`src/hw/rtl/htp_pkg.sv`:
```
// ----------------------------------------------------------------------------
// Handheld timer prescaler package
// Shared types and constants for the prescaler, divider and timer logic.
// ----------------------------------------------------------------------------
`default_nettype none

package htp_pkg;

  localparam int unsigned CLK_W   = 5;
  localparam int unsigned CNT_W   = 8;
  localparam int unsigned PRE_W   = 4;
  localparam int unsigned STAGE_W = 2;
  localparam int unsigned ADDR_W  = 3;
  localparam int unsigned DATA_W  = 32;

  localparam logic [CLK_W-1:0]   CLK_MAX    = 5'd16;
  localparam logic [STAGE_W-1:0] STAGE_LAST = 2'd3;

  typedef enum logic [1:0] {
    RATE_DIV1024 = 2'd0,
    RATE_DIV16   = 2'd1,
    RATE_DIV64   = 2'd2,
    RATE_DIV256  = 2'd3
  } rate_sel_t;

  typedef enum logic {
    REG_RATE_SELECT  = 1'b0,
    REG_RELOAD_VALUE = 1'b1
  } reg_idx_t;

  typedef struct packed {
    rate_sel_t        rate_select;
    logic [CNT_W-1:0] reload_value;
  } cfg_t;

  typedef struct packed {
    logic [CNT_W-1:0] timer_value;
    logic [CNT_W-1:0] divider_value;
    logic             timer_irq;
  } result_t;

endpackage

`default_nettype wire

```
`src/hw/rtl/htp_if.sv`:
```
// ----------------------------------------------------------------------------
// Handheld timer prescaler channels
// Valid/ready channels for the clock advance items and the result items.
// ----------------------------------------------------------------------------
`default_nettype none

interface htp_in_if import htp_pkg::*; ();
  logic             valid;
  logic             ready;
  logic [CLK_W-1:0] clock_count;

  modport source (output valid, output clock_count, input ready);
  modport sink   (input valid, input clock_count, output ready);
endinterface

interface htp_out_if import htp_pkg::*; ();
  logic             valid;
  logic             ready;
  logic [CNT_W-1:0] timer_value;
  logic [CNT_W-1:0] divider_value;
  logic             timer_irq;

  modport source (output valid, output timer_value, output divider_value,
                  output timer_irq, input ready);
  modport sink   (input valid, input timer_value, input divider_value,
                  input timer_irq, output ready);
endinterface

`default_nettype wire

```
`src/hw/rtl/htp_cfg_regs.sv`:
```
// ----------------------------------------------------------------------------
// Handheld timer prescaler configuration registers
// APB-style register file holding the rate select and the reload value.
// ----------------------------------------------------------------------------
`default_nettype none

module htp_cfg_regs import htp_pkg::*; (
  input  wire logic              clk,
  input  wire logic              rst_n,
  input  wire logic              psel,
  input  wire logic              penable,
  input  wire logic              pwrite,
  input  wire logic [ADDR_W-1:0] paddr,
  input  wire logic [DATA_W-1:0] pwdata,
  output logic      [DATA_W-1:0] prdata,
  output logic                   pready,
  output cfg_t                   cfg
);

  rate_sel_t        rate_select_r;
  logic [CNT_W-1:0] reload_value_r;
  reg_idx_t         reg_idx;
  logic             wr_en;

  assign pready  = 1'b1;
  assign reg_idx = reg_idx_t'(paddr[2]);
  assign wr_en   = psel && penable && pwrite && pready;

  always_ff @(posedge clk) begin
    if (!rst_n) begin
      rate_select_r  <= RATE_DIV1024;
      reload_value_r <= '0;
    end else if (wr_en) begin
      unique case (reg_idx)
        REG_RATE_SELECT:  rate_select_r  <= rate_sel_t'(pwdata[1:0]);
        REG_RELOAD_VALUE: reload_value_r <= pwdata[CNT_W-1:0];
        default: ;
      endcase
    end
  end

  always_comb begin
    unique case (reg_idx)
      REG_RATE_SELECT:  prdata = {{(DATA_W-2){1'b0}}, rate_select_r};
      REG_RELOAD_VALUE: prdata = {{(DATA_W-CNT_W){1'b0}}, reload_value_r};
      default:          prdata = '0;
    endcase
  end

  assign cfg.rate_select  = rate_select_r;
  assign cfg.reload_value = reload_value_r;

endmodule

`default_nettype wire

```
`src/hw/rtl/htp_tick_core.sv`:
```
// ----------------------------------------------------------------------------
// Handheld timer prescaler tick core
// Prescaler, divide-by-4 cascade, divider and timer state with the result
// of one item computed in a single pass.
// ----------------------------------------------------------------------------
`default_nettype none

module htp_tick_core import htp_pkg::*; (
  input  wire logic             clk,
  input  wire logic             rst_n,
  input  wire logic             accept,
  input  wire logic [CLK_W-1:0] clock_count,
  input  wire cfg_t             cfg,
  output result_t               res
);

  logic [PRE_W-1:0]   prescale_r, prescale_nxt;
  logic [STAGE_W-1:0] stage1_r, stage1_nxt;
  logic [STAGE_W-1:0] stage2_r, stage2_nxt;
  logic [STAGE_W-1:0] stage3_r, stage3_nxt;
  logic [CNT_W-1:0]   timer_r, timer_nxt;
  logic [CNT_W-1:0]   divider_r, divider_nxt;
  logic [CLK_W-1:0]   clk_sat;
  logic [CLK_W-1:0]   pre_sum;
  logic [CNT_W-1:0]   timer_inc;
  logic               t16, t64, t256, t1024;
  logic               sel;
  logic               ovf;

  always_comb begin
    clk_sat      = (clock_count > CLK_MAX) ? CLK_MAX : clock_count;
    pre_sum      = {1'b0, prescale_r} + clk_sat;
    t16          = pre_sum[CLK_W-1];
    prescale_nxt = pre_sum[PRE_W-1:0];

    t64   = t16 && (stage1_r == STAGE_LAST);
    t256  = t64 && (stage2_r == STAGE_LAST);
    t1024 = t256 && (stage3_r == STAGE_LAST);

    stage1_nxt  = t16  ? stage1_r + 2'd1 : stage1_r;
    stage2_nxt  = t64  ? stage2_r + 2'd1 : stage2_r;
    stage3_nxt  = t256 ? stage3_r + 2'd1 : stage3_r;
    divider_nxt = t256 ? divider_r + 8'd1 : divider_r;

    unique case (cfg.rate_select)
      RATE_DIV16:   sel = t16;
      RATE_DIV64:   sel = t64;
      RATE_DIV256:  sel = t256;
      RATE_DIV1024: sel = t1024;
      default:      sel = t1024;
    endcase

    timer_inc = timer_r + 8'd1;
    ovf       = sel && (timer_inc == '0);
    if (!sel) begin
      timer_nxt = timer_r;
    end else if (ovf) begin
      timer_nxt = cfg.reload_value;
    end else begin
      timer_nxt = timer_inc;
    end
  end

  always_ff @(posedge clk) begin
    if (!rst_n) begin
      prescale_r <= '0;
      stage1_r   <= '0;
      stage2_r   <= '0;
      stage3_r   <= '0;
      timer_r    <= '0;
      divider_r  <= '0;
    end else if (accept) begin
      prescale_r <= prescale_nxt;
      stage1_r   <= stage1_nxt;
      stage2_r   <= stage2_nxt;
      stage3_r   <= stage3_nxt;
      timer_r    <= timer_nxt;
      divider_r  <= divider_nxt;
    end
  end

  assign res.timer_value   = timer_nxt;
  assign res.divider_value = divider_nxt;
  assign res.timer_irq     = ovf;

  a_cascade: assert property (@(posedge clk) disable iff (!rst_n)
    t1024 |-> (t256 && t64 && t16))
    else $error("slow tick without all faster ticks");

  a_irq_reload: assert property (@(posedge clk) disable iff (!rst_n)
    (accept && ovf) |=> (timer_r == $past(cfg.reload_value)))
    else $error("timer did not reload on overflow");

  a_divider_step: assert property (@(posedge clk) disable iff (!rst_n)
    accept |=> ((divider_r == $past(divider_r)) ||
                (divider_r == 8'($past(divider_r) + 8'd1))))
    else $error("divider moved by more than one");

endmodule

`default_nettype wire

```
`src/hw/rtl/htp_out_buf.sv`:
```
// ----------------------------------------------------------------------------
// Handheld timer prescaler result buffer
// Two-entry result register that lets new items enter while a result waits.
// ----------------------------------------------------------------------------
`default_nettype none

module htp_out_buf import htp_pkg::*; (
  input  wire logic    clk,
  input  wire logic    rst_n,
  input  wire logic    push,
  input  wire result_t push_res,
  output logic         full,
  output logic         valid,
  input  wire logic    ready,
  output result_t      head
);

  result_t    entry_r [2];
  logic       wr_ptr_r;
  logic       rd_ptr_r;
  logic [1:0] count_r;
  logic       pop;

  assign full  = (count_r == 2'd2);
  assign valid = (count_r != 2'd0);
  assign pop   = valid && ready;
  assign head  = entry_r[rd_ptr_r];

  always_ff @(posedge clk) begin
    if (push) begin
      entry_r[wr_ptr_r] <= push_res;
    end
  end

  always_ff @(posedge clk) begin
    if (!rst_n) begin
      wr_ptr_r <= 1'b0;
      rd_ptr_r <= 1'b0;
      count_r  <= 2'd0;
    end else begin
      if (push) begin
        wr_ptr_r <= ~wr_ptr_r;
      end
      if (pop) begin
        rd_ptr_r <= ~rd_ptr_r;
      end
      if (push && !pop) begin
        count_r <= count_r + 2'd1;
      end else if (pop && !push) begin
        count_r <= count_r - 2'd1;
      end
    end
  end

  a_count_range: assert property (@(posedge clk) disable iff (!rst_n)
    count_r != 2'd3)
    else $error("result buffer count out of range");

  a_no_overrun: assert property (@(posedge clk) disable iff (!rst_n)
    full |-> !push)
    else $error("item pushed into full result buffer");

  a_ptr_count: assert property (@(posedge clk) disable iff (!rst_n)
    (count_r == 2'd0 || count_r == 2'd2) |-> (wr_ptr_r == rd_ptr_r))
    else $error("result buffer pointers disagree with count");

endmodule

`default_nettype wire

```
`src/hw/rtl/handheld_timer_prescaler_core.sv`:
```
// ----------------------------------------------------------------------------
// Handheld timer prescaler
// Top level: prescaler, divider and timer with APB-style configuration.
// ----------------------------------------------------------------------------
// The block takes one clock advance item in every cycle unless the result
// buffer is full; the tick core does all counter updates for an item in a
// single pass, and the result is registered in the two-entry result buffer,
// which keeps the input open while a finished result waits on the output.
// The input stalls only when two results wait. Reset has no clearing pass.
`default_nettype none

module handheld_timer_prescaler_core import htp_pkg::*; (
  input  wire logic              clk,
  input  wire logic              rst_n,
  htp_in_if.sink                 in_if,
  htp_out_if.source              out_if,
  input  wire logic              psel,
  input  wire logic              penable,
  input  wire logic              pwrite,
  input  wire logic [ADDR_W-1:0] paddr,
  input  wire logic [DATA_W-1:0] pwdata,
  output logic      [DATA_W-1:0] prdata,
  output logic                   pready
);

  cfg_t    cfg;
  result_t res;
  result_t head;
  logic    full;
  logic    accept;

  assign in_if.ready = !full;
  assign accept      = in_if.valid && !full;

  htp_cfg_regs u_cfg_regs (
    .clk     (clk),
    .rst_n   (rst_n),
    .psel    (psel),
    .penable (penable),
    .pwrite  (pwrite),
    .paddr   (paddr),
    .pwdata  (pwdata),
    .prdata  (prdata),
    .pready  (pready),
    .cfg     (cfg)
  );

  htp_tick_core u_tick_core (
    .clk         (clk),
    .rst_n       (rst_n),
    .accept      (accept),
    .clock_count (in_if.clock_count),
    .cfg         (cfg),
    .res         (res)
  );

  htp_out_buf u_out_buf (
    .clk      (clk),
    .rst_n    (rst_n),
    .push     (accept),
    .push_res (res),
    .full     (full),
    .valid    (out_if.valid),
    .ready    (out_if.ready),
    .head     (head)
  );

  assign out_if.timer_value   = head.timer_value;
  assign out_if.divider_value = head.divider_value;
  assign out_if.timer_irq     = head.timer_irq;

endmodule

`default_nettype wire
```
`src/flat_wrapper.sv`:
```
// flat-port wrapper written by rule: the top's interface ports become plain ports
module handheld_timer_prescaler_core_flat import htp_pkg::*;
  (clk, rst_n, psel, penable, pwrite, paddr, pwdata, prdata, pready, in_if_valid, in_if_clock_count, in_if_ready, out_if_valid, out_if_timer_value, out_if_divider_value, out_if_timer_irq, out_if_ready);
  htp_in_if in_if_i ();
  htp_out_if out_if_i ();
  input  wire logic clk;
  input  wire logic rst_n;
  input  wire logic psel;
  input  wire logic penable;
  input  wire logic pwrite;
  input  wire logic [ADDR_W-1:0] paddr;
  input  wire logic [DATA_W-1:0] pwdata;
  output logic      [DATA_W-1:0] prdata;
  output logic pready;
  input wire logic [$bits(in_if_i.valid)-1:0] in_if_valid;
  input wire logic [$bits(in_if_i.clock_count)-1:0] in_if_clock_count;
  output wire logic [$bits(in_if_i.ready)-1:0] in_if_ready;
  output wire logic [$bits(out_if_i.valid)-1:0] out_if_valid;
  output wire logic [$bits(out_if_i.timer_value)-1:0] out_if_timer_value;
  output wire logic [$bits(out_if_i.divider_value)-1:0] out_if_divider_value;
  output wire logic [$bits(out_if_i.timer_irq)-1:0] out_if_timer_irq;
  input wire logic [$bits(out_if_i.ready)-1:0] out_if_ready;
  assign in_if_i.valid = in_if_valid;
  assign in_if_i.clock_count = in_if_clock_count;
  assign in_if_ready = in_if_i.ready;
  assign out_if_valid = out_if_i.valid;
  assign out_if_timer_value = out_if_i.timer_value;
  assign out_if_divider_value = out_if_i.divider_value;
  assign out_if_timer_irq = out_if_i.timer_irq;
  assign out_if_i.ready = out_if_ready;
  handheld_timer_prescaler_core u_core (.clk(clk), .rst_n(rst_n), .in_if(in_if_i), .out_if(out_if_i), .psel(psel), .penable(penable), .pwrite(pwrite), .paddr(paddr), .pwdata(pwdata), .prdata(prdata), .pready(pready));
endmodule
```
`config.mk`:
```
export PLATFORM = sky130hd
export DESIGN_NAME = handheld_timer_prescaler_core_flat
export DESIGN_NICKNAME = d
export VERILOG_FILES = /design/src/hw/rtl/htp_pkg.sv /design/src/hw/rtl/htp_if.sv /design/src/hw/rtl/htp_cfg_regs.sv /design/src/hw/rtl/htp_tick_core.sv /design/src/hw/rtl/htp_out_buf.sv /design/src/hw/rtl/handheld_timer_prescaler_core.sv /design/src/flat_wrapper.sv
export SDC_FILE = /design/constraint.sdc
export NUM_CORES = 1
export LEC_CHECK = 0
export BUFFER_PORTS_ARGS = -buffer_cell sky130_fd_sc_hd__buf_2
export CELL_PAD_IN_SITES_DETAIL_PLACEMENT = 1
export CELL_PAD_IN_SITES_GLOBAL_PLACEMENT = 2
export CORE_MARGIN = 2
export CORE_UTILIZATION = 34
export CTS_BUF_LIST = sky130_fd_sc_hd__clkbuf_2 sky130_fd_sc_hd__clkbuf_4 sky130_fd_sc_hd__clkbuf_8
export CTS_CLUSTER_DIAMETER = 100
export DETAILED_ROUTE_END_ITERATION = 10
export PLACE_DENSITY_LB_ADDON = 0.1
export SYNTH_ARGS = -nofsm -noshare
export SYNTH_HDL_FRONTEND = slang
export SYNTH_SLANG_ARGS = --single-unit
export TNS_END_PERCENT = 5
```
`constraint.sdc`:
```
create_clock -name clk -period 3.85 [get_ports clk]
set_clock_uncertainty 0.15 [all_clocks]
set_input_delay 0 -clock clk [delete_from_list [all_inputs] [get_ports clk]]
set_output_delay 0 -clock clk [all_outputs]
set_load 0.01 [all_outputs]
```
# == After elaboration in Yosys (flattened, before gate mapping) ==
# Memories as Yosys holds them, arrays and structs flattened. A register that Yosys moved wholly into a read port is not among the register bits.
# Index checks and enable logic that the tools add are counted.
# totals
ff_bits,40
mem_bits_rw,34
input_bits,47
output_inout_bits,52
elab_cells,65
mem_count,1
# memory_table
name,words,width,read_ports,rd_ports_with_merged_regs,write_ports,line_no,source
u_core.u_out_buf.entry_r,2,17,1,1,1,htp_out_buf.sv:18,result_t entry_r [2];
# op_classes
add_sub_neg,8
magnitude_cmp,1
eq_ne,7
muxes,12
bitwise_logic,3
n_reduce_logical,22
# op_table
op,n
32-bit one-hot mux with 2 select lines,1
8-bit 2-to-1 mux,3
"8-bit by 1-bit adder with 8-bit output, second input constant",2
"2-bit equality test, second input constant",6
1-bit logical AND,10
2-bit AND reduction,5
"2-bit by 1-bit adder with 2-bit output, second input constant",4
8-bit logical NOT,1
4-bit by 5-bit adder with 5-bit output,1
"5-bit greater-than comparator, second input constant",1
5-bit 2-to-1 mux,1
1-bit 2-to-1 mux,4
2-bit 2-to-1 mux,2
1-bit one-hot mux with 4 select lines,1
2-bit nonzero test,2
1-bit logical NOT,3
1-bit NOT,3
"2-bit by 1-bit equality test with 1-bit output, second input constant",1
2-bit logical NOT,1
"2-bit by 1-bit subtractor with 2-bit output, second input constant",1

# == Logic depth before layout (Yosys ltp) ==
# depth
word_depth,10
mapped_depth,9
mapped_depth_nobuf,8

# == Cells and area by module ==
# A second synthesis with hierarchy kept.
# hier_totals
cells_unflattened,387
hier_area_um2,4031.4
# by_module_without_submodules
module,instances,cells_per_inst,area_per_inst_um2,seq_area_each_um2
htp_tick_core,1,231,1881.8,520.5
htp_out_buf,1,75,1445.1,1121.1
htp_cfg_regs,1,79,694.4,200.2
handheld_timer_prescaler_core,1,2,10.0,0.0

# == Worst setup path before layout ==
# Ideal clock, no wire load.
# synth_path
kind,register to register
start,register u_core.u_tick_core.prescale_r[0]
end,"memory u_core.u_out_buf.entry_r[0][11] (netlist name), data pin"
setup_ns,0.263
t_arrival_ns,2.277
t_required_ns,3.437
slack_ns,1.160
path_stages_with_launch,9
n_path_buf,1
synth_period_minus_slack_ns,2.690
path_cell_list,dfxtp_1 -> ha_1 -> fa_1 -> and3_1 -> nor3_1 -> or3_1 -> buf_2 -> nor3b_1 -> a211o_1
# synth_lines
item,line_no,source
"start, declared",htp_tick_core.sv:17,"logic [PRE_W-1:0] prescale_r, prescale_nxt;"
"start signal, assigned",htp_tick_core.sv:73,prescale_r <= prescale_nxt;
"end, declared",htp_out_buf.sv:18,

==> run_results.csv <==
group,metric,value,unit
logic_synthesis,yosysMostFrequentCell,"dfxtp_1",
finish,syn_to_final_growth,14.8,%
logic_synthesis,synthCells,392,
finish,finalNetCount,504,
power_and_ir_drop,p_int,1550,uW
outcome,status,"completed",
power_and_ir_drop,leakage,0.00185,uW
floorplan,die_x,112,um
grt,antenna_found_initial,0,
power_and_ir_drop,irDropWorstVdd,0.199,mV
floorplan,floorplan.initialDensity,0.349,
detailed_routing,first_iter_violations,114,
sta,max_freq,343,MHz
logic_synthesis,post-synth-top-area-cell,"edfxtp_1",
logic_synthesis,postSynthAreaPerCell,10.2,um2
setup_path,critPathArrivalTime,2.92,ns
grt,grt_pass1_vias,2936,
sta,setup_viol,0,
power_and_ir_drop,p_switching,574,uW
placed_design,io_buffers,47,
power_and_ir_drop,power_frac_clock,0.344,
power_and_ir_drop,p_per_area,462,nW/um2
clock_network,clock-sinks,75,
grt,grt.total_usage,0.148,
grt,grt_max_degree,21,
logic_synthesis,yosysSeqAreaShare,0.460,
clock_network,clk_pin_slew_worst_paths,0.08,ns
logic_synthesis,ys.flop_type,"dfxtp_1",
clock_network,post_cts_resized,0,
setup_path,worstSetupStartpointType,"flop",
grt,grt_pass1_wl,14900,um
logic_synthesis,synth_area_leaders,"edfxtp_1 26%, dfxtp_1 21%, mux2_2 5.9%",
floorplan,io_pins,99,
logic_synthesis,synth-edff-count,34,
detailed_routing,vias,2924,
finish,insertedDiodeCount,0,
logic_synthesis,synthArstFlopShare,0,
setup_path,crit_type,"flop to flop",
detailed_routing,wl_per_cell,15.2,um
finish,fin_util,0.401,
sta,slew_headroom,0.427,
placed_design,place_congestion,0.780,
setup_path,required,3.85,ns
floorplan,die-area,12700,um2
logic_synthesis,yosys_warnings,0,
sta,finalHoldViolations,0,
clock_network,clock_latency,0.35,ns
power_and_ir_drop,p_comb_frac,0.194,
floorplan,core,11500,um2
setup_path,cp-end-kind,"flop",
sta,rsz0062_at_grt,"false",
grt,overflow,0,
finish,drive_gt1_frac,0.225,
floorplan,die_h,112,um
detailed_routing,vias_per_cell,4.94,
logic_synthesis,synth_cell_types,55,
floorplan,rows,39,
clock_network,root_buffer,"clkbuf_8",
logic_synthesis,syn_area,4000,um2
sta,fin_setup_tns,0,ns
logic_synthesis,synthTopCellsByCount,"41 x dfxtp_1, 38 x nand2_1, 34 x edfxtp_1",
detailed_routing,wl,9010,um
sta,tightest_slew,0.852,ns
clock_network,cts_max_level,3,
detailed_routing,firstDrtPassIters,4,
placed_design,dpl.hpwl,6360,um
logic_synthesis,synth-seq-cells,75,
sta,fin_crit_sh,0.758,
hold_path,min_path_type,"input port to flop",
run,cap_violations,0,
detailed_routing,drc,0,
sta,final_max_slew_viol_count,0,
clock_network,clock_path_buffers,2,
detailed_routing,ant_nets,0,
setup_path,crit_fanout,10,
clock_network,numCtsBuffers,9,
clock_network,cts_tree,"done",
logic_synthesis,synth_top_area_frac,0.255,
power_and_ir_drop,p_sw_frac,0.270,
sta,period_needed,2.92,ns
power_and_ir_drop,seq_power_share,0.463,
-- final timing paths --
check | slack (ns) | from | depth (start not counted) | end
hold reg to reg | 0.31 | u_core.u_tick_core.prescale_r[3]$_SDFFE_PN0P_ | 2 | u_core.u_tick_core.prescale_r[3]$_SDFFE_PN0P_
setup reg to reg | 0.93 | u_core.u_tick_core.timer_r[0]$_SDFFE_PN0P_ | 7 | u_core.u_out_buf.entry_r[0][12]$_DFFE_PP_
setup / recovery | 0.93 | u_core.u_tick_core.timer_r[0]$_SDFFE_PN0P_ | 7 | u_core.u_out_buf.entry_r[0][12]$_DFFE_PP_
hold / removal | 0.01 | in_if_clock_count[0] | 5 | u_core.u_tick_core.prescale_r[0]$_SDFFE_PN0P_
-- registers in the layout (all words and copies together), names as in the netlist, named ones only --
name / cells
u_core.u_out_buf.entry_r: 34
u_core.u_tick_core.stage2_r: 2
u_core.u_tick_core.prescale_r: 4
u_core.u_cfg_regs.reload_value_r: 8
u_core.u_out_buf.wr_ptr_r: 1
u_core.u_out_buf.count_r: 2
u_core.u_tick_core.divider_r: 8
u_core.u_tick_core.stage3_r: 2
u_core.u_tick_core.stage1_r: 2
u_core.u_tick_core.timer_r: 8
u_core.u_out_buf.rd_ptr_r: 1
u_core.u_cfg_regs.rate_select_r: 2
-- repair_timing --
action | in CTS | in global routing
setup buffers | 0 | 0
hold buffers | 12 | 0
endpoints found under the hold margin | 21 | 0
setup endpoints to repair | 0 | 0
-- area by class of cell --
| type | instances | area [um2] |
|---|---|---|
| well taps | 143 | 179 |
| inverters | 7 | 26.3 |
| flip-flops and latches | 75 | 1840 |
| multi-input cells | 287 | 1910 |
| clock inverters | 5 | 104 |
| repair buffers | 65 | 400 |
| fillers | 1291 | 6870 |
| clock buffers | 10 | 131 |
-- metal layers --
layer / track usage / vias up / share of wire
li1: - / 1468 / -
met1: 0.207 / 1382 / 0.52
met2: 0.228 / 61 / 0.43
met3: 0.0238 / 13 / 0.039
met4: 0.0618 / 0 / 0.017
met5: 0 / - / 0
-- cells by family after synthesis --
group / synth area share
and+or+nand+nor: 0.179
DFF: 0.460
buffers and inverters: 0.0838
muxes: 0.0841
xor gates and xnor gates: 0.0416
adders and majority gates: 0.0394
other: 0.00188
AOI/OAI and AO/OA: 0.109
-- power by group through the flow --
stage	Clock, uW	Combinational (uW)	Sequential (uW)
2_1_floorplan	0	318	966
3_3_place_gp	0	402	1000
3_5_place_dp	0	409	1000
4_1_cts	749	421	986
5_1_grt	786	462	995
6_report	730	412	982
-- stage by stage --
| step | instance area (um2) | std cells | hold slack, ns | power, uW | setup WS [ns] |
|---|---|---|---|---|---|
| after detailed placement | 4240 | 565 | 0.104 | 1410 | 0.902 |
| final | 4590 | 592 | 0.0100 | 2120 | 0.930 |
| after floorplan | 4090 | 415 | -0.0140 | 1280 | 1.16 |
| after CTS | 4590 | 592 | 0.00844 | 2160 | 0.845 |
| after global routing | 4590 | 592 | 0.0924 | 2240 | 0.610 |
| after global placement | 4240 | 565 | 0.0948 | 1400 | 0.979 |
-- critical path, cell delays in order (launching register included) --
cell and delay (ns):
dfxtp_1 0.51, ha_1 0.40, nand3_2 0.16, o21a_1 0.26
nor4_4 0.54, buf_4 0.27, a311oi_1 0.12, a211oi_1 0.32
-- cells in the final DEF, fill, tap and decap left out, drive strengths merged, types with 4 or more instances in the layout --
master        n
conb         25
nand3        10
and4          4
mux2         21
nor3          9
a211oi        5
mux2i        10
clkbuf       10
ha           11
edfxtp       34
xor2          5
a21oi        23
a311oi        8
nor2b         5
dlygate4sd3  12
a21o          4
o21ai        12
dfxtp        41
nand4         8
nor2         22
inv           7
and3         10
or3           4
and2          8
nand2b        6
xnor2        14
buf          53
nand2        38
Note: power is estimated with default switching activity, not from simulation.
